### src/hdl/srm_pkg.sv
// Shared types, address map constants and the address decode helper of the servo register map.
package srm_pkg;

   // Fixed address map layout (32 servo slots regardless of servos in use).
   localparam int SLOTS       = 32;
   localparam int LIMIT_BASE  = SLOTS * 2;
   localparam int POS_BASE    = LIMIT_BASE + SLOTS * 4;
   localparam int STAT_BASE   = POS_BASE + SLOTS * 2;
   localparam int BITMAPS     = 4;
   localparam int MISC_BASE   = STAT_BASE + BITMAPS;
   localparam int BITMAP_BITS = 8;

   localparam int SERVOS_DEFAULT     = 32;
   localparam int MISC_BYTES_DEFAULT = 16;

   localparam int ADDR_W    = 9;
   localparam int DATA_W    = 8;
   localparam int SIDX_W    = 5;
   localparam int COUNT_W   = 6;
   localparam int REQ_TDATA_W = 32;
   localparam logic [COUNT_W-1:0] ACTIVE_RESET = 6'd32;

   typedef enum logic [1:0] {
      KIND_WRITE    = 2'd0,
      KIND_READ     = 2'd1,
      KIND_POSITION = 2'd2
   } kind_type;

   typedef enum logic [2:0] {
      RGN_SPEED,
      RGN_LIMIT,
      RGN_POS,
      RGN_STAT,
      RGN_MISC
   } region_type;

   typedef enum logic [2:0] {
      ST_CLEAR,
      ST_IDLE,
      ST_EXEC,
      ST_READ,
      ST_SCAN,
      ST_DONE
   } state_type;

   function automatic region_type addr_region(input logic [ADDR_W-1:0] addr);
      region_type rgn;
      if (addr < ADDR_W'(LIMIT_BASE)) begin
         rgn = RGN_SPEED;
      end else if (addr < ADDR_W'(POS_BASE)) begin
         rgn = RGN_LIMIT;
      end else if (addr < ADDR_W'(STAT_BASE)) begin
         rgn = RGN_POS;
      end else if (addr < ADDR_W'(MISC_BASE)) begin
         rgn = RGN_STAT;
      end else begin
         rgn = RGN_MISC;
      end
      return rgn;
   endfunction

endpackage

### src/hdl/srm_ram.sv
// Generic single-write, single-read RAM with registered read data.
module srm_ram #(
   parameter int WIDTH = 8,
   parameter int DEPTH = 32,
   parameter int AW    = (DEPTH > 1) ? $clog2(DEPTH) : 1
) (
   input  logic             clock,
   input  logic             wr_en,
   input  logic [AW-1:0]    wr_addr,
   input  logic [WIDTH-1:0] wr_data,
   input  logic [AW-1:0]    rd_addr,
   output logic [WIDTH-1:0] rd_data
);

   logic [WIDTH-1:0] mem_ff [DEPTH];
   logic [WIDTH-1:0] rd_data_ff;

   always_ff @(posedge clock) begin
      if (wr_en) begin
         mem_ff[wr_addr] <= wr_data;
      end
      rd_data_ff <= mem_ff[rd_addr];
   end

   assign rd_data = rd_data_ff;

endmodule

### src/hdl/servo_register_map_unit.sv
// Top level of the servo register map: sequencer, address decode and storage.
// Sequence: each input beat is latched and executed; writes, position reports and kind 3
//   items then finish, plain reads add a read step and reached-target bitmap reads a scan
//   step (one shared target/position comparator is stepped over the 8 servos of the byte).
// The done step loads the result into the output register, waiting while that register
//   holds a result not yet taken; the next beat is taken once the result sits there.
// Reset (synchronous, active high): sweep zeros into every store, one entry a cycle;
//   no input beat is taken meanwhile, configuration writes are. active_servos resets to 32.
module servo_register_map_unit #(
   parameter int SERVOS     = srm_pkg::SERVOS_DEFAULT,
   parameter int MISC_BYTES = srm_pkg::MISC_BYTES_DEFAULT
) (
   input  logic        clock,
   input  logic        reset,
   // request stream
   input  logic        req_tvalid,
   output logic        req_tready,
   // [8:0] address, [16:9] write_data, [21:17] servo_index, [29:22] position_value
   input  logic [31:0] req_tdata,
   // [1:0] kind
   input  logic [1:0]  req_tuser,
   // response stream
   output logic        rsp_tvalid,
   input  logic        rsp_tready,
   // [7:0] read_data
   output logic [7:0]  rsp_tdata,
   // [0] limits_changed
   output logic [0:0]  rsp_tuser,
   // configuration: active_servos
   input  logic        csr_valid,
   output logic        csr_ready,
   input  logic [5:0]  csr_data
);

   localparam int SW        = (SERVOS > 1) ? $clog2(SERVOS) : 1;
   localparam int LIM_DEPTH = 2 * SERVOS;
   localparam int LW        = $clog2(LIM_DEPTH);
   localparam int MW        = (MISC_BYTES > 1) ? $clog2(MISC_BYTES) : 1;
   localparam int CLR_DEPTH = (LIM_DEPTH > MISC_BYTES) ? LIM_DEPTH : MISC_BYTES;
   localparam int CW        = $clog2(CLR_DEPTH + 1);
   localparam int AW        = srm_pkg::ADDR_W;
   localparam int DW        = srm_pkg::DATA_W;
   localparam int NW        = srm_pkg::COUNT_W;

   // ---------------------------------------------------------------- state
   srm_pkg::state_type state_ff, state_in;

   logic [CW-1:0] clr_cnt_ff, clr_cnt_in;
   logic [3:0]    bm_cnt_ff, bm_cnt_in;
   logic          bm_hit_ff, bm_hit_in;
   logic [2:0]    bm_bit_ff, bm_bit_in;

   logic [NW-1:0] active_ff, active_in;

   // latched item
   srm_pkg::kind_type        item_kind_ff;
   logic [AW-1:0]            item_addr_ff;
   logic [DW-1:0]            item_wdata_ff;
   logic [srm_pkg::SIDX_W-1:0] item_sidx_ff;
   logic [DW-1:0]            item_pos_ff;

   // working result and output register
   logic [DW-1:0] rd_ff, rd_in;
   logic          chg_ff, chg_in;
   logic          rsp_valid_ff, rsp_valid_in;
   logic [DW-1:0] rsp_data_ff;
   logic          rsp_user_ff;

   // sequencer outputs
   logic clearing, exec_en, read_en, scan_en, done_en, load_rsp;

   // --------------------------------------------------------------- decode
   srm_pkg::region_type rgn;
   logic [4:0]    st_s;
   logic          st_ok;
   logic [6:0]    lim_off;
   logic [5:0]    lim_e;
   logic          lim_ok;
   logic [5:0]    pos_s;
   logic          pos_ok;
   logic [1:0]    stat_r;
   logic [AW-1:0] misc_m;
   logic          misc_ok;
   logic          sidx_ok;
   logic [4:0]    bm_idx;
   logic [NW-1:0] count_eff;
   logic          is_write, is_read, is_pos;

   always_comb begin
      rgn     = srm_pkg::addr_region(item_addr_ff);
      st_s    = item_addr_ff[5:1];
      st_ok   = {1'b0, st_s} < NW'(SERVOS);
      lim_off = 7'(item_addr_ff - AW'(srm_pkg::LIMIT_BASE));
      lim_e   = {lim_off[6:2], lim_off[1]};
      lim_ok  = {1'b0, lim_off[6:2]} < NW'(SERVOS);
      pos_s   = 6'(item_addr_ff - AW'(srm_pkg::POS_BASE));
      pos_ok  = pos_s < NW'(SERVOS);
      stat_r  = item_addr_ff[1:0];
      misc_m  = item_addr_ff - AW'(srm_pkg::MISC_BASE);
      misc_ok = misc_m < AW'(MISC_BYTES);
      sidx_ok = {1'b0, item_sidx_ff} < NW'(SERVOS);
      bm_idx  = {stat_r, bm_cnt_ff[2:0]};
      count_eff = (active_ff > NW'(SERVOS)) ? NW'(SERVOS) : active_ff;
      is_write = (item_kind_ff == srm_pkg::KIND_WRITE);
      is_read  = (item_kind_ff == srm_pkg::KIND_READ);
      is_pos   = (item_kind_ff == srm_pkg::KIND_POSITION);
   end

   // ------------------------------------------------------------- storage
   logic          speed_we, target_we, pos_we, lim_hi_we, lim_lo_we, misc_we;
   logic [SW-1:0] speed_wa, target_wa, pos_wa, target_ra, pos_ra;
   logic [LW-1:0] lim_a;
   logic [MW-1:0] misc_wa;
   logic [DW-1:0] wr_byte, pos_byte;
   logic [DW-1:0] speed_rd, target_rd, pos_rd, lim_hi_rd, lim_lo_rd, misc_rd;
   logic          clr_servo, clr_lim, clr_misc;

   always_comb begin
      clr_servo = clearing && (clr_cnt_ff < CW'(SERVOS));
      clr_lim   = clearing && (clr_cnt_ff < CW'(LIM_DEPTH));
      clr_misc  = clearing && (clr_cnt_ff < CW'(MISC_BYTES));
      wr_byte   = clearing ? '0 : item_wdata_ff;
      pos_byte  = clearing ? '0 : item_pos_ff;

      speed_we  = clr_servo || (exec_en && is_write && rgn == srm_pkg::RGN_SPEED
                                && st_ok && !item_addr_ff[0]);
      target_we = clr_servo || (exec_en && is_write && rgn == srm_pkg::RGN_SPEED
                                && st_ok && item_addr_ff[0]);
      pos_we    = clr_servo || (exec_en && is_pos && sidx_ok);
      lim_hi_we = clr_lim || (exec_en && is_write && rgn == srm_pkg::RGN_LIMIT
                              && lim_ok && !lim_off[0]);
      lim_lo_we = clr_lim || (exec_en && is_write && rgn == srm_pkg::RGN_LIMIT
                              && lim_ok && lim_off[0]);
      misc_we   = clr_misc || (exec_en && is_write && rgn == srm_pkg::RGN_MISC && misc_ok);

      speed_wa  = clearing ? clr_cnt_ff[SW-1:0] : st_s[SW-1:0];
      target_wa = speed_wa;
      pos_wa    = clearing ? clr_cnt_ff[SW-1:0] : item_sidx_ff[SW-1:0];
      lim_a     = clearing ? clr_cnt_ff[LW-1:0] : lim_e[LW-1:0];
      misc_wa   = clearing ? clr_cnt_ff[MW-1:0] : misc_m[MW-1:0];

      // the scan steps the target and position stores over one bitmap byte
      target_ra = scan_en ? bm_idx[SW-1:0] : st_s[SW-1:0];
      pos_ra    = scan_en ? bm_idx[SW-1:0] : pos_s[SW-1:0];
   end

   srm_ram #(.WIDTH(DW), .DEPTH(SERVOS)) u_speed (
      .clock(clock), .wr_en(speed_we), .wr_addr(speed_wa), .wr_data(wr_byte),
      .rd_addr(st_s[SW-1:0]), .rd_data(speed_rd));

   srm_ram #(.WIDTH(DW), .DEPTH(SERVOS)) u_target (
      .clock(clock), .wr_en(target_we), .wr_addr(target_wa), .wr_data(wr_byte),
      .rd_addr(target_ra), .rd_data(target_rd));

   srm_ram #(.WIDTH(DW), .DEPTH(SERVOS)) u_position (
      .clock(clock), .wr_en(pos_we), .wr_addr(pos_wa), .wr_data(pos_byte),
      .rd_addr(pos_ra), .rd_data(pos_rd));

   // pulse limits split into high and low byte stores: every bus write is one byte
   srm_ram #(.WIDTH(DW), .DEPTH(LIM_DEPTH)) u_limit_hi (
      .clock(clock), .wr_en(lim_hi_we), .wr_addr(lim_a), .wr_data(wr_byte),
      .rd_addr(lim_a), .rd_data(lim_hi_rd));

   srm_ram #(.WIDTH(DW), .DEPTH(LIM_DEPTH)) u_limit_lo (
      .clock(clock), .wr_en(lim_lo_we), .wr_addr(lim_a), .wr_data(wr_byte),
      .rd_addr(lim_a), .rd_data(lim_lo_rd));

   srm_ram #(.WIDTH(DW), .DEPTH(MISC_BYTES)) u_misc (
      .clock(clock), .wr_en(misc_we), .wr_addr(misc_wa), .wr_data(wr_byte),
      .rd_addr(misc_m[MW-1:0]), .rd_data(misc_rd));

   // ------------------------------------------------------ next state logic
   always_comb begin
      state_in = state_ff;
      case (state_ff)
         srm_pkg::ST_CLEAR: begin
            if (clr_cnt_ff == CW'(CLR_DEPTH - 1)) state_in = srm_pkg::ST_IDLE;
         end
         srm_pkg::ST_IDLE: begin
            if (req_tvalid) state_in = srm_pkg::ST_EXEC;
         end
         srm_pkg::ST_EXEC: begin
            if (is_read && rgn == srm_pkg::RGN_STAT) begin
               state_in = srm_pkg::ST_SCAN;
            end else if (is_read) begin
               state_in = srm_pkg::ST_READ;
            end else begin
               state_in = srm_pkg::ST_DONE;
            end
         end
         srm_pkg::ST_READ: begin
            state_in = srm_pkg::ST_DONE;
         end
         srm_pkg::ST_SCAN: begin
            if (bm_cnt_ff == 4'(srm_pkg::BITMAP_BITS)) state_in = srm_pkg::ST_DONE;
         end
         srm_pkg::ST_DONE: begin
            if (!rsp_valid_ff || rsp_tready) state_in = srm_pkg::ST_IDLE;
         end
         default: begin
            state_in = srm_pkg::ST_IDLE;
         end
      endcase
   end

   // --------------------------------------------------------- state outputs
   always_comb begin
      clearing   = 1'b0;
      req_tready = 1'b0;
      exec_en    = 1'b0;
      read_en    = 1'b0;
      scan_en    = 1'b0;
      done_en    = 1'b0;
      case (state_ff)
         srm_pkg::ST_CLEAR: clearing   = 1'b1;
         srm_pkg::ST_IDLE:  req_tready = 1'b1;
         srm_pkg::ST_EXEC:  exec_en    = 1'b1;
         srm_pkg::ST_READ:  read_en    = 1'b1;
         srm_pkg::ST_SCAN:  scan_en    = 1'b1;
         srm_pkg::ST_DONE:  done_en    = 1'b1;
         default: begin
            clearing = 1'b0;
         end
      endcase
      load_rsp = done_en && (!rsp_valid_ff || rsp_tready);
   end

   // ----------------------------------------------------------- datapath
   always_comb begin
      clr_cnt_in = clearing ? clr_cnt_ff + CW'(1) : '0;
      bm_cnt_in  = bm_cnt_ff;
      bm_hit_in  = 1'b0;
      bm_bit_in  = bm_cnt_ff[2:0];
      rd_in      = rd_ff;
      chg_in     = chg_ff;
      active_in  = (csr_valid && csr_ready) ? csr_data : active_ff;

      if (exec_en) begin
         // limits_changed comes from the low-byte commit alone
         rd_in     = '0;
         chg_in    = lim_lo_we;
         bm_cnt_in = '0;
      end

      if (read_en) begin
         case (rgn)
            srm_pkg::RGN_SPEED: rd_in = !st_ok ? '0 :
                                        (item_addr_ff[0] ? target_rd : speed_rd);
            srm_pkg::RGN_LIMIT: rd_in = !lim_ok ? '0 : (lim_off[0] ? lim_lo_rd : lim_hi_rd);
            srm_pkg::RGN_POS:   rd_in = pos_ok ? pos_rd : '0;
            srm_pkg::RGN_MISC:  rd_in = misc_ok ? misc_rd : '0;
            default:            rd_in = '0;
         endcase
      end

      if (scan_en) begin
         // issue one servo per cycle, compare it in the cycle its read data returns
         if (bm_cnt_ff != 4'(srm_pkg::BITMAP_BITS)) begin
            bm_cnt_in = bm_cnt_ff + 4'd1;
            bm_hit_in = {1'b0, bm_idx} < count_eff;
         end
         if (bm_hit_ff && (target_rd == pos_rd)) begin
            rd_in[bm_bit_ff] = 1'b1;
         end
      end

      rsp_valid_in = load_rsp || (rsp_valid_ff && !rsp_tready);
   end

   always_ff @(posedge clock) begin
      if (reset) begin
         state_ff     <= srm_pkg::ST_CLEAR;
         clr_cnt_ff   <= '0;
         bm_cnt_ff    <= '0;
         bm_hit_ff    <= 1'b0;
         active_ff    <= srm_pkg::ACTIVE_RESET;
         rsp_valid_ff <= 1'b0;
      end else begin
         state_ff     <= state_in;
         clr_cnt_ff   <= clr_cnt_in;
         bm_cnt_ff    <= bm_cnt_in;
         bm_hit_ff    <= bm_hit_in;
         active_ff    <= active_in;
         rsp_valid_ff <= rsp_valid_in;
      end
   end

   always_ff @(posedge clock) begin
      bm_bit_ff <= bm_bit_in;
      rd_ff     <= rd_in;
      chg_ff    <= chg_in;
      if (req_tvalid && req_tready) begin
         item_kind_ff  <= srm_pkg::kind_type'(req_tuser);
         item_addr_ff  <= req_tdata[8:0];
         item_wdata_ff <= req_tdata[16:9];
         item_sidx_ff  <= req_tdata[21:17];
         item_pos_ff   <= req_tdata[29:22];
      end
      if (load_rsp) begin
         rsp_data_ff <= rd_ff;
         rsp_user_ff <= chg_ff;
      end
   end

   assign csr_ready    = 1'b1;
   assign rsp_tvalid   = rsp_valid_ff;
   assign rsp_tdata    = rsp_data_ff;
   assign rsp_tuser[0] = rsp_user_ff;

   // ------------------------------------------------------------ assertions
   // a limit commit is a write, so it never carries read data
   a_chg_no_data: assert property (@(posedge clock) disable iff (reset)
      rsp_tvalid && rsp_tuser[0] |-> rsp_tdata == '0)
      else $error("limits_changed result carries nonzero read data");

   // a fresh result only comes out of the done step
   a_rsp_from_done: assert property (@(posedge clock) disable iff (reset)
      $rose(rsp_valid_ff) |-> $past(state_ff == srm_pkg::ST_DONE))
      else $error("response raised outside the done step");

   // the bitmap scan never runs past one byte
   a_scan_bound: assert property (@(posedge clock) disable iff (reset)
      scan_en |-> bm_cnt_ff <= 4'(srm_pkg::BITMAP_BITS))
      else $error("bitmap scan counter overran");

   // no item is taken before the store sweep has finished
   a_clear_blocks: assert property (@(posedge clock) disable iff (reset)
      clearing && clr_cnt_ff != CW'(CLR_DEPTH - 1) |=> !req_tready)
      else $error("input taken during store sweep");

endmodule
### config.mk
export PLATFORM = sky130hd
export DESIGN_NAME = servo_register_map_unit
export DESIGN_NICKNAME = d
export VERILOG_FILES = /design/src/hdl/srm_pkg.sv /design/src/hdl/srm_ram.sv /design/src/hdl/servo_register_map_unit.sv
export SDC_FILE = /design/constraint.sdc
export NUM_CORES = 2
export LEC_CHECK = 0
export BUFFER_PORTS_ARGS = -buffer_cell sky130_fd_sc_hd__buf_2
export CORE_UTILIZATION = 60
export CTS_CLUSTER_SIZE = 8
export DETAILED_ROUTE_END_ITERATION = 8
export HOLD_SLACK_MARGIN = 0.12
export PLACE_DENSITY = 0.76
export SETUP_SLACK_MARGIN = 0.3
export SYNTH_ARGS = -nofsm -noshare
export SYNTH_HDL_FRONTEND = slang
export SYNTH_SLANG_ARGS = --single-unit
### constraint.sdc
create_clock -name clock -period 13.05 [get_ports clock]
set_input_delay 0 -clock clock [delete_from_list [all_inputs] [get_ports clock]]
set_output_delay 0 -clock clock [all_outputs]
set_load 0.01 [all_outputs]
==> summary.txt <==
outcome: completed
Fmax: 0.1829 GHz
Layout area overhead: 14.06%
Worst setup SP type: flip-flop
drt total wl: 205.3 mm
I/O pin count: 57
Final setup viols: 0
CTS clk-pin slew, worst paths: 0.05 ns
Final Hold Viols: 0
Synth Flop Type: edfxtp_1
Setup Crit Path Kind: flip-flop to flip-flop
FF+latch count, synth: 2043
GPL Wtd Cong: 0.8798
Slew @ Worst Pin: 1.420 ns
pin count of the biggest net entering global routing: 209
total power: 16.34 mW
Fill cells: 7792
initial antenna violation count: 7
Initial DRC Count: 6886
Detail Placement HPWL: 113.3 mm
mapped cell area: 79420 um^2
final instance area: 90580 um^2
GRT Util Overall: 0.3068
Worst path max stage delay: 1.02 ns
clock buffer depth: 4
most frequent CP cell: buf_4
Clock Sinks: 2043
Mapped Cells: 4350
Tcrit/Tclk final: 0.4189
leakage power: 30.07 nW
fin util: 0.6890
cells along the critical path: or3_1 -> buf_4 -> o32ai_1 -> and2_2 -> buf_4 -> nand2_1 -> nor2_1
DR pass1 iterations: 8
H-tree depth: 5
nets@finish: 4698
RSZ-0062 raised after global routing: false
Post-synth EDFFs: 1962
Final TNS setup: 0 ns
ANT nets after route: 0
async set-reset flop share out of synthesis: 0
Mapped Nets: 4403
crit path buf inv count: 2
placed cell area: 81460 um^2
worst path required time: 13.55 ns
Avg Synthesized Cell Area: 18.26 um^2
max_slew headroom: 0.05316
Tmin final: 5.466 ns
CP max-delay cell: o32ai_1
DIE AREA: 133800 um^2
gr ovfl total: 0
post-synth cell types: 77
layout cells sized above 1: 0.1859
FP Rows: 133
first-pass GRT wire length: 297.8 mm
Port Buf Inserts: 53
mean routed wirelength per cell: 31.57 um
vias per cell: 6.873
clk root buf: clkbuf_16
Final Skew: 0.05846 ns
DR vias: 44710
Die Y: 365.8 um
sequential element share of the synthesized area: 0.7623
CP arrival: 5.96 ns
YS warnings: 0
Slew Limit Fails: 0
CTS buffer count: 305
final std cells w/o fill: 6505
Hold Crit Class: input port to flip-flop
PwrDens: 180.4 nW/um^2
CORE AREA: 131500 um^2
initial core utilization: 0.6041
Die X: 365.8 um
clock latency on the worst-skew pair: 0.91 ns
CTS tree: built
Max IR drop VDD: 0.0001153 V
Setup crit end kind: flip-flop
top cell family by delay on the critical path: simple AND/OR/NAND/NOR gates
number of global-route vias before repair: 44470
max capacitance violation total: 0
maximum net fanout on the critical path: 42
placed cell count: 5996
post-CTS setup buffer count: 0
DRC: 0
-- per-stage QoR --
step	setup slack, ns	hold slack (ns)
floorplan	8.096	0.09887
global placement	8.012	0.1766
detailed placement	7.889	0.1781
CTS	7.907	0.1842
global route	7.639	0.2979
finish	7.584	0.2329
-- worst min-delay path, stage by stage --
cell	delay [ns]
dlygate4sd3_1	0.55
buf_2	0.16
inv_1	0.05
a22o_1	0.16
nor2_1	0.06
nand2_1	0.05
nor3_1	0.05
-- metal layers --
layer | vias up | global-route usage | routed length (um)
met4 | 6 | 0.1353 | 8748
li1 | 17980 | - | -
met1 | 22790 | 0.4269 | 75800
met3 | 546 | 0.07046 | 23720
met2 | 3385 | 0.4705 | 97050
met5 | - | 0 | 34
-- synth_stat cells (all sizes together) (6+ instances only) --
library cell | instances | area, um^2
nor3 | 46 | 241.5
nand2 | 478 | 1797
a21o | 15 | 112.6
mux4 | 348 | 7838
a221oi | 30 | 262.8
o21ai | 22 | 110.1
nand3 | 133 | 665.6
and2 | 33 | 206.5
edfxtp | 1962 | 58920
buf | 167 | 952.2
o221ai | 17 | 148.9
a221o | 6 | 60.06
o211ai | 6 | 45.04
and3 | 37 | 231.5
nand2b | 7 | 43.79
mux2 | 27 | 304.0
xor2 | 8 | 70.07
a22oi | 66 | 495.5
clkbuf | 84 | 315.3
mux2i | 115 | 1155
nand4 | 16 | 100.1
a311oi | 18 | 157.7
nor2b | 8 | 50.05
or3 | 7 | 43.79
o22ai | 20 | 125.1
dfxtp | 81 | 1622
xnor2 | 6 | 52.55
a32oi | 7 | 61.31
a21oi | 75 | 424.2
a22o | 26 | 227.7
a211oi | 29 | 217.7
nor2 | 268 | 1008
ha | 8 | 100.1
a31oi | 66 | 425.4
a211o | 6 | 52.55
a222oi | 10 | 100.1
inv | 20 | 75.07
o2111ai | 6 | 52.55
-- final cells by class --
type | count | area (um^2) | share of cell area
Timing Repair Buffer | 239 | 1939 | 0.02141
Clock buffer | 400 | 8084 | 0.08925
Multi-Input combinational cell | 2036 | 17690 | 0.1952
Clock inverter | 6 | 48.80 | 0.0005387
Antenna cell | 6 | 15.01 | 0.0001658
Tap cell | 1755 | 2196 | 0.02424
Sequential cell | 2043 | 60540 | 0.6683
Inverter | 20 | 75.07 | 0.0008288
-- path summary, 6_finish.rpt --
| kind | slack, ns | cells past startpoint | endpoint | start |
|---|---|---|---|---|
| max | 7.58 | 7 | u_limit_hi.mem_ff[48][2]$_DFFE_PP_ | state_ff[1]$_SDFFE_PP0P_ |
| min | 0.23 | 7 | state_ff[1]$_SDFFE_PP0P_ | req_tvalid |
| max reg2reg | 7.58 | 7 | u_limit_hi.mem_ff[48][2]$_DFFE_PP_ | state_ff[1]$_SDFFE_PP0P_ |
| min reg2reg | 0.45 | 0 | rsp_tdata[6]$_DFFE_PP_ | rd_ff[6]$_DFF_P_ |
-- kinds of logic (layout without fill, tap and decap cells) --
kind of cell	after synthesis	after routing	synth area share
DFF	2043	2043	0.7623
and+or+nand+nor	1060	1060	0.05795
muxes	490	490	0.1171
AOI/OAI and AO/OA	463	463	0.04296
buffers and inverters	271	665	0.01690
xor gates and xnor gates	14	14	0.001544
adders and majority gates	8	8	0.001260
other	1	7	0.00004722
-- state kept, by name, indices dropped and copies added, names as in the netlist, 9 cells and up --
name               count
u_limit_hi.mem_ff    512
u_limit_lo.mem_ff    512
u_position.mem_ff    256
u_speed.mem_ff       256
u_target.mem_ff      256
u_misc.mem_ff        128
item_addr_ff           9
-- timing repair --
item | 4_1_cts | 5_1_grt
hold buffers | 96 | 0
hold endpoints to repair | 95 | 0
resized for setup | 0 | 0
-- report_power, final --
part           switching [mW]  internal [mW]
Sequential             0.0940           7.56
Clock                    2.62           4.24
Combinational            1.21          0.621
-- cells in the final DEF, fill, tap and decap left out, types with 20 or more instances in the layout --
cell type / synthesis / routed
edfxtp_1: 1962 / 1962
nand2_1: 477 / 477
mux4_2: 348 / 348
clkbuf_16: 0 / 309
nor2_1: 267 / 266
nand3_1: 133 / 133
mux2i_1: 114 / 113
dlygate4sd3_1: 0 / 96
clkbuf_1: 84 / 90
buf_4: 29 / 86
dfxtp_1: 81 / 81
a21oi_1: 68 / 68
a22oi_1: 66 / 66
a31oi_1: 64 / 62
buf_2: 111 / 53
nor3_1: 45 / 44
and3_1: 37 / 37
a221oi_1: 30 / 30
a211oi_1: 29 / 29
a22o_1: 26 / 26
mux2_2: 27 / 26
inv_1: 20 / 20
o22ai_1: 20 / 20
Power figures use the tool's default switching activity.
